File: config.mk
export PLATFORM = sky130hd
export DESIGN_NAME = zps_ctrl
export DESIGN_NICKNAME = d
export VERILOG_FILES = /design/src/rtl/zps_pkg.sv /design/src/rtl/zps_ctrl.sv
export SDC_FILE = /design/constraint.sdc
export NUM_CORES = 1
export LEC_CHECK = 0
export BUFFER_PORTS_ARGS = -buffer_cell sky130_fd_sc_hd__buf_2
export CORE_ASPECT_RATIO = 1.5
export CORE_MARGIN = 4
export CORE_UTILIZATION = 30
export DETAILED_ROUTE_END_ITERATION = 7
export HOLD_SLACK_MARGIN = 0.05
export PLACE_DENSITY = 0.46
export SLEW_MARGIN = 20
export SYNTH_ARGS = -nofsm -noshare
export SYNTH_HDL_FRONTEND = slang
export SYNTH_SLANG_ARGS = --single-unit
export TNS_END_PERCENT = 5
File: constraint.sdc
create_clock -name clk -period 7.4 [get_ports clk]
set_clock_uncertainty 0.05 [all_clocks]
set_input_delay 1.85 -clock clk [delete_from_list [all_inputs] [get_ports clk]]
set_output_delay 1.85 -clock clk [all_outputs]
set_load 0.03 [all_outputs]
File: src/rtl/zps_pkg.sv
package zps_pkg;

  // Defaults for the top-level parameters
  localparam int QUEUE_DEPTH_DEF  = 8;
  localparam int NUM_PROGRAMS_DEF = 16;
  localparam int MAX_ZONES_DEF    = 16;
  localparam int NUM_VALVES_DEF   = 64;

  // Fixed field widths
  localparam int OP_W    = 4;
  localparam int SLOT_W  = 4;
  localparam int ID_W    = 16;
  localparam int SIDX_W  = 4;
  localparam int VALVE_W = 6;
  localparam int DUR_W   = 16;
  localparam int TOT_W   = 5;
  localparam int QCNT_W  = 4;
  localparam int ZENT_W  = VALVE_W + DUR_W;

  typedef enum logic [OP_W-1:0] {
    OP_TICK   = 4'd0,
    OP_ENQ    = 4'd1,
    OP_NZONE  = 4'd2,
    OP_NPROG  = 4'd3,
    OP_STOP   = 4'd4,
    OP_CANCEL = 4'd5,
    OP_QUERY  = 4'd6,
    OP_WPROG  = 4'd7,
    OP_WZONE  = 4'd8
  } opcode_t;

  typedef enum logic [1:0] {
    ST_DONE   = 2'd0,
    ST_IGNORE = 2'd1,
    ST_FULL   = 2'd2,
    ST_RANGE  = 2'd3
  } status_t;

  // Datapath actions issued by the controller
  typedef enum logic [4:0] {
    A_NONE,
    A_DEC,
    A_ENQ,
    A_STOP,
    A_WPROG,
    A_WZONE,
    A_NZREAD,
    A_POP,
    A_GO,
    A_IDLE,
    A_LOAD,
    A_SCAN0,
    A_STEP,
    A_QSTEP,
    A_SHIFT,
    A_SHEND,
    A_RESP
  } dp_act_t;

  typedef struct packed {
    logic    take;
    dp_act_t act;
    logic    status_we;
    status_t status;
  } dp_cmd_t;

  typedef struct packed {
    logic            in_fire;
    logic [OP_W-1:0] opcode;
    logic            count_zero;
    logic            cd_le1;
    logic            cur_match;
    logic            step_match;
    logic            enq_range;
    logic            enq_full;
    logic            wprog_err;
    logic            wzone_err;
    logic            nz_ok;
    logic            head_ok;
    logic            scan_end;
    logic            cancel_hit;
    logic            k_zero;
    logic            shift_end;
    logic            out_free;
  } dp_stat_t;

  typedef enum logic [9:0] {
    S_IDLE   = 10'b0000000001,
    S_DECODE = 10'b0000000010,
    S_NZ     = 10'b0000000100,
    S_NP     = 10'b0000001000,
    S_LAUNCH = 10'b0000010000,
    S_ZLOAD  = 10'b0000100000,
    S_CSCAN  = 10'b0001000000,
    S_SHIFT  = 10'b0010000000,
    S_QSCAN  = 10'b0100000000,
    S_RESP   = 10'b1000000000
  } state_t;

endpackage

File: src/rtl/zps_ctrl.sv
module zps_ctrl (
  input  logic              clk,
  input  logic              rst,
  input  zps_pkg::dp_stat_t st,
  output zps_pkg::dp_cmd_t  ctl
);

  zps_pkg::state_t state, state_next;

  // Sequence one word through decode, walks and response
  always_comb begin
    state_next    = state;
    ctl.take      = 1'b0;
    ctl.act       = zps_pkg::A_NONE;
    ctl.status_we = 1'b0;
    ctl.status    = zps_pkg::ST_DONE;
    unique case (state)
      zps_pkg::S_IDLE: begin
        ctl.take = 1'b1;
        if (st.in_fire) state_next = zps_pkg::S_DECODE;
      end
      zps_pkg::S_DECODE: begin
        state_next = zps_pkg::S_RESP;
        case (st.opcode)
          zps_pkg::OP_TICK: begin
            if (!st.count_zero) begin
              if (st.cd_le1) state_next = zps_pkg::S_NZ;
              else ctl.act = zps_pkg::A_DEC;
            end
          end
          zps_pkg::OP_ENQ: begin
            if (st.enq_range) begin
              ctl.status_we = 1'b1;
              ctl.status    = zps_pkg::ST_RANGE;
            end else if (st.enq_full) begin
              ctl.status_we = 1'b1;
              ctl.status    = zps_pkg::ST_FULL;
            end else begin
              ctl.act = zps_pkg::A_ENQ;
              if (st.count_zero) state_next = zps_pkg::S_LAUNCH;
            end
          end
          zps_pkg::OP_NZONE: begin
            if (st.cur_match && st.step_match) begin
              state_next = zps_pkg::S_NZ;
            end else begin
              ctl.status_we = 1'b1;
              ctl.status    = zps_pkg::ST_IGNORE;
            end
          end
          zps_pkg::OP_NPROG: begin
            if (st.cur_match) begin
              state_next = zps_pkg::S_NP;
            end else begin
              ctl.status_we = 1'b1;
              ctl.status    = zps_pkg::ST_IGNORE;
            end
          end
          zps_pkg::OP_STOP: ctl.act = zps_pkg::A_STOP;
          zps_pkg::OP_CANCEL: begin
            ctl.act    = zps_pkg::A_SCAN0;
            state_next = zps_pkg::S_CSCAN;
          end
          zps_pkg::OP_QUERY: begin
            ctl.act    = zps_pkg::A_SCAN0;
            state_next = zps_pkg::S_QSCAN;
          end
          zps_pkg::OP_WPROG: begin
            if (st.wprog_err) begin
              ctl.status_we = 1'b1;
              ctl.status    = zps_pkg::ST_RANGE;
            end else begin
              ctl.act = zps_pkg::A_WPROG;
            end
          end
          zps_pkg::OP_WZONE: begin
            if (st.wzone_err) begin
              ctl.status_we = 1'b1;
              ctl.status    = zps_pkg::ST_RANGE;
            end else begin
              ctl.act = zps_pkg::A_WZONE;
            end
          end
          default: begin
            ctl.status_we = 1'b1;
            ctl.status    = zps_pkg::ST_IGNORE;
          end
        endcase
      end
      zps_pkg::S_NZ: begin
        if (st.nz_ok) begin
          ctl.act    = zps_pkg::A_NZREAD;
          state_next = zps_pkg::S_ZLOAD;
        end else begin
          ctl.act    = zps_pkg::A_POP;
          state_next = zps_pkg::S_LAUNCH;
        end
      end
      zps_pkg::S_NP: begin
        ctl.act    = zps_pkg::A_POP;
        state_next = zps_pkg::S_LAUNCH;
      end
      zps_pkg::S_LAUNCH: begin
        priority if (st.count_zero) begin
          ctl.act    = zps_pkg::A_IDLE;
          state_next = zps_pkg::S_RESP;
        end else if (!st.head_ok) begin
          ctl.act = zps_pkg::A_POP;
        end else begin
          ctl.act    = zps_pkg::A_GO;
          state_next = zps_pkg::S_ZLOAD;
        end
      end
      zps_pkg::S_ZLOAD: begin
        ctl.act    = zps_pkg::A_LOAD;
        state_next = zps_pkg::S_RESP;
      end
      zps_pkg::S_CSCAN: begin
        priority if (st.scan_end) begin
          ctl.status_we = 1'b1;
          ctl.status    = zps_pkg::ST_IGNORE;
          state_next    = zps_pkg::S_RESP;
        end else if (st.cancel_hit) begin
          state_next = st.k_zero ? zps_pkg::S_NP : zps_pkg::S_SHIFT;
        end else begin
          ctl.act = zps_pkg::A_STEP;
        end
      end
      zps_pkg::S_SHIFT: begin
        if (st.shift_end) begin
          ctl.act    = zps_pkg::A_SHEND;
          state_next = zps_pkg::S_RESP;
        end else begin
          ctl.act = zps_pkg::A_SHIFT;
        end
      end
      zps_pkg::S_QSCAN: begin
        if (st.scan_end) state_next = zps_pkg::S_RESP;
        else ctl.act = zps_pkg::A_QSTEP;
      end
      zps_pkg::S_RESP: begin
        if (st.out_free) begin
          ctl.act    = zps_pkg::A_RESP;
          state_next = zps_pkg::S_IDLE;
        end
      end
      default: state_next = zps_pkg::S_IDLE;
    endcase
  end

  always_ff @(posedge clk) begin
    if (rst) state <= zps_pkg::S_IDLE;
    else state <= state_next;
  end

endmodule

==> flow_metrics.py <==
metrics = {
    "synthesis": {
        "yosys.area_share.simple_pct": 48.1,
        "synthAdderAreaFrac_pct": 0,
        "ys_top_cells_by_area": "dfxtp_1 (16%), nor2_1 (6.1%), o21ai_0 (5.7%)",
        "synthFlopType": "dfxtp_1",
        "ys_seq_elements": 10,
        "netlist_top_cells_count": "nor2_1 (20), o21ai_0 (14), dfxtp_1 (10), nand2_1 (10), nor3_1 (10)",
        "synth.largest_area_cell": "dfxtp_1",
        "avgSynthCellArea_um2": 6.94,
        "synth_cell_type_count": 47,
        "synth_top_family_by_area": "simple AND/OR/NAND/NOR gates",
        "synth_xor_area_share_pct": 3.54,
        "yosys_warnings": 0,
        "syn-num-nets": 200,
        "syn_area_um2": 1240,
        "seq_area_frac_synth_pct": 16.2,
        "yosysMostFrequentCell": "nor2_1",
        "async_flop_share_pct": 0,
        "synth_edf_count": 0,
        "synth_top_area_share_pct": 16.2,
        "synth_mux_area_share_pct": 0,
        "syn_inst": 178,
        "synth_compound_area_share_pct": 21.1,
    },
    "timing": {
        "worst_pin_slew_ps": 947,
        "fin_crit_ps": 5220,
        "hold_slack_ps": 683,
        "rsz0062_at_grt": "false",
        "fin_tns_setup_ps": 0,
        "hold_viol": 0,
        "finalSetupViolCount": 0,
        "fmax_mhz": 191,
        "slew_headroom_pct": 36.3,
        "final_max_slew_viol_count": 0,
        "final.period_utilization_pct": 70.6,
    },
    "detailed_routing": {
        "drc": 0,
        "vias": 1473,
        "ant_nets": 0,
        "drtIter0Drc": 59,
        "viasPerCell": 6.04,
        "routed_wl_mm": 4.11,
        "wl_per_cell_um": 16.9,
        "drt_pass1_iterations": 4,
    },
    "clocking": {
        "hold_buffers": 0,
        "clk-insertion-delay-late_ps": 240,
        "cts_root_buffer": "clkbuf_8",
        "clk_path_buf_depth": 2,
        "numCtsBuffers": 3,
        "h-tree-depth": 1,
        "cts_tree": "built",
        "cts.reportedPaths.clkPinSlew_ps": 50,
        "cts_setup_buffers": 0,
        "post_cts_resized": 0,
        "cts.sinks": 10,
    },
    "die": {
        "num_rows": 28,
        "dieWidth_um": 60.4,
        "fp.dieH_um": 86.6,
        "core_um2": 3960,
        "initial_utilization_pct": 31.2,
        "die_area_um2": 5230,
        "io_pins": 31,
    },
    "grt": {
        "grt_use_total_pct": 16.3,
        "top_usage_layer": "met2",
        "antenna_found_initial": 0,
        "grt_max_degree": 16,
        "grt.overflow.total": 0,
        "grt_pass1_wl_mm": 6.60,
        "grt_pass1_vias": 1425,
        "met2_usage_pct": 31.1,
        "gr-usage-met1_pct": 16.9,
        "use_met3_pct": 1.79,
    },
    "layout": {
        "nets": 222,
        "largest_reg_flops": 10,
        "regMostFlops": "state",
        "drive_gt1_share_pct": 22.6,
        "antenna_cells": 0,
        "final_util_pct": 35.1,
        "syn_to_final_growth_pct": 12.4,
        "reg_top3": "state: 10 flops",
    },
    "min_path": {
        "hp-class": "reg2reg",
    },
    "power_and_ir_drop": {
        "irDropWorstVdd_mv": 0.0926,
        "pwr_density_cell_nw_per_um2": 164,
        "total_power_mw": 0.228,
        "cellLeakagePower_nw": 0.575,
    },
    "placement": {
        "gp_congestion": 0.831,
        "portBuffers": 30,
        "dp_hpwl_mm": 3.38,
    },
    "setup_path": {
        "cp_max_fo": 15,
        "worstSetupPathType": "in2out",
        "required_ps": 5500,
        "crit_path_start_kind": "primary input",
        "end_kind": "primary output",
        "crit_arrival_ps": 3320,
    },
    "status": {
        "status": "completed",
    },
    "run": {
        "cap_viol_max_count": 0,
    },
}
where the power goes:
part	internal, mW	switching, mW	total, mW
Clock	0.0469	0.0234	0.0703
Combinational	0.0359	0.0573	0.0932
Sequential	0.0574	0.00680	0.0642
final timing paths:
kind	from	endpoint	slack, ps	depth (start not counted)
min	state[0]	state[1]	680	3
max reg2reg	state[4]	state[9]	4900	4
max	st[15]	ctl[2]	2180	6
min reg2reg	state[0]	state[1]	680	3
per-stage QoR:
step,cell area (µm²),instances,setup WS (ps)
finish,1390,244,2180
global route,1390,244,2070
CTS,1390,244,2190
detailed placement,1340,240,2200
global placement,1340,240,2320
floorplan,1240,178,2250
final cells by class:
class	instances	area, µm²
fillers	461	2570
multi-input cells	147	898
flip-flops and latches	10	200
repair buffers	30	150
well taps	45	56.3
clock buffers	4	55.1
inverters	8	30.0
cell families (layout without fill, tap and decap cells):
logic type	after synthesis	in the layout
and+or+nand+nor	100	100
AOI/OAI and AO/OA	42	42
buffers and inverters	21	42
DFF	10	10
xor gates and xnor gates	5	5
critical path, stage by stage:
cell and delay, ps:
buf_2 240, nor4b_1 560, nor2b_1 270, o31ai_1 100, nand2_1 110, buf_2 200
per-layer routing:
| metal | vias up | part of all wire [%] | wire (µm) |
|---|---|---|---|
| met5 | - | 0 | 0 |
| met4 | 0 | 3.6 | 146 |
| met3 | 12 | 4.4 | 180 |
| met2 | 58 | 55 | 2270 |
| met1 | 688 | 37 | 1520 |
| li1 | 715 | - | - |
cells in the final DEF, fill, tap and decap left out, drive strengths merged, types with 3 or more instances in the layout:
cell | synthesis | layout
buf | 6 | 30
nor2 | 20 | 20
o21ai | 14 | 14
nor3 | 10 | 10
nand2 | 10 | 10
dfxtp | 10 | 10
nor4 | 9 | 9
or4 | 9 | 9
a21oi | 8 | 8
inv | 8 | 8
nand2b | 7 | 7
nand4 | 7 | 7
a31oi | 7 | 7
nor2b | 5 | 5
nand3 | 5 | 5
nor3b | 4 | 4
xor2 | 4 | 4
clkbuf | 7 | 4
a211oi | 3 | 3
or3 | 3 | 3
No activity file was read; power rests on OpenSTA's default activity.
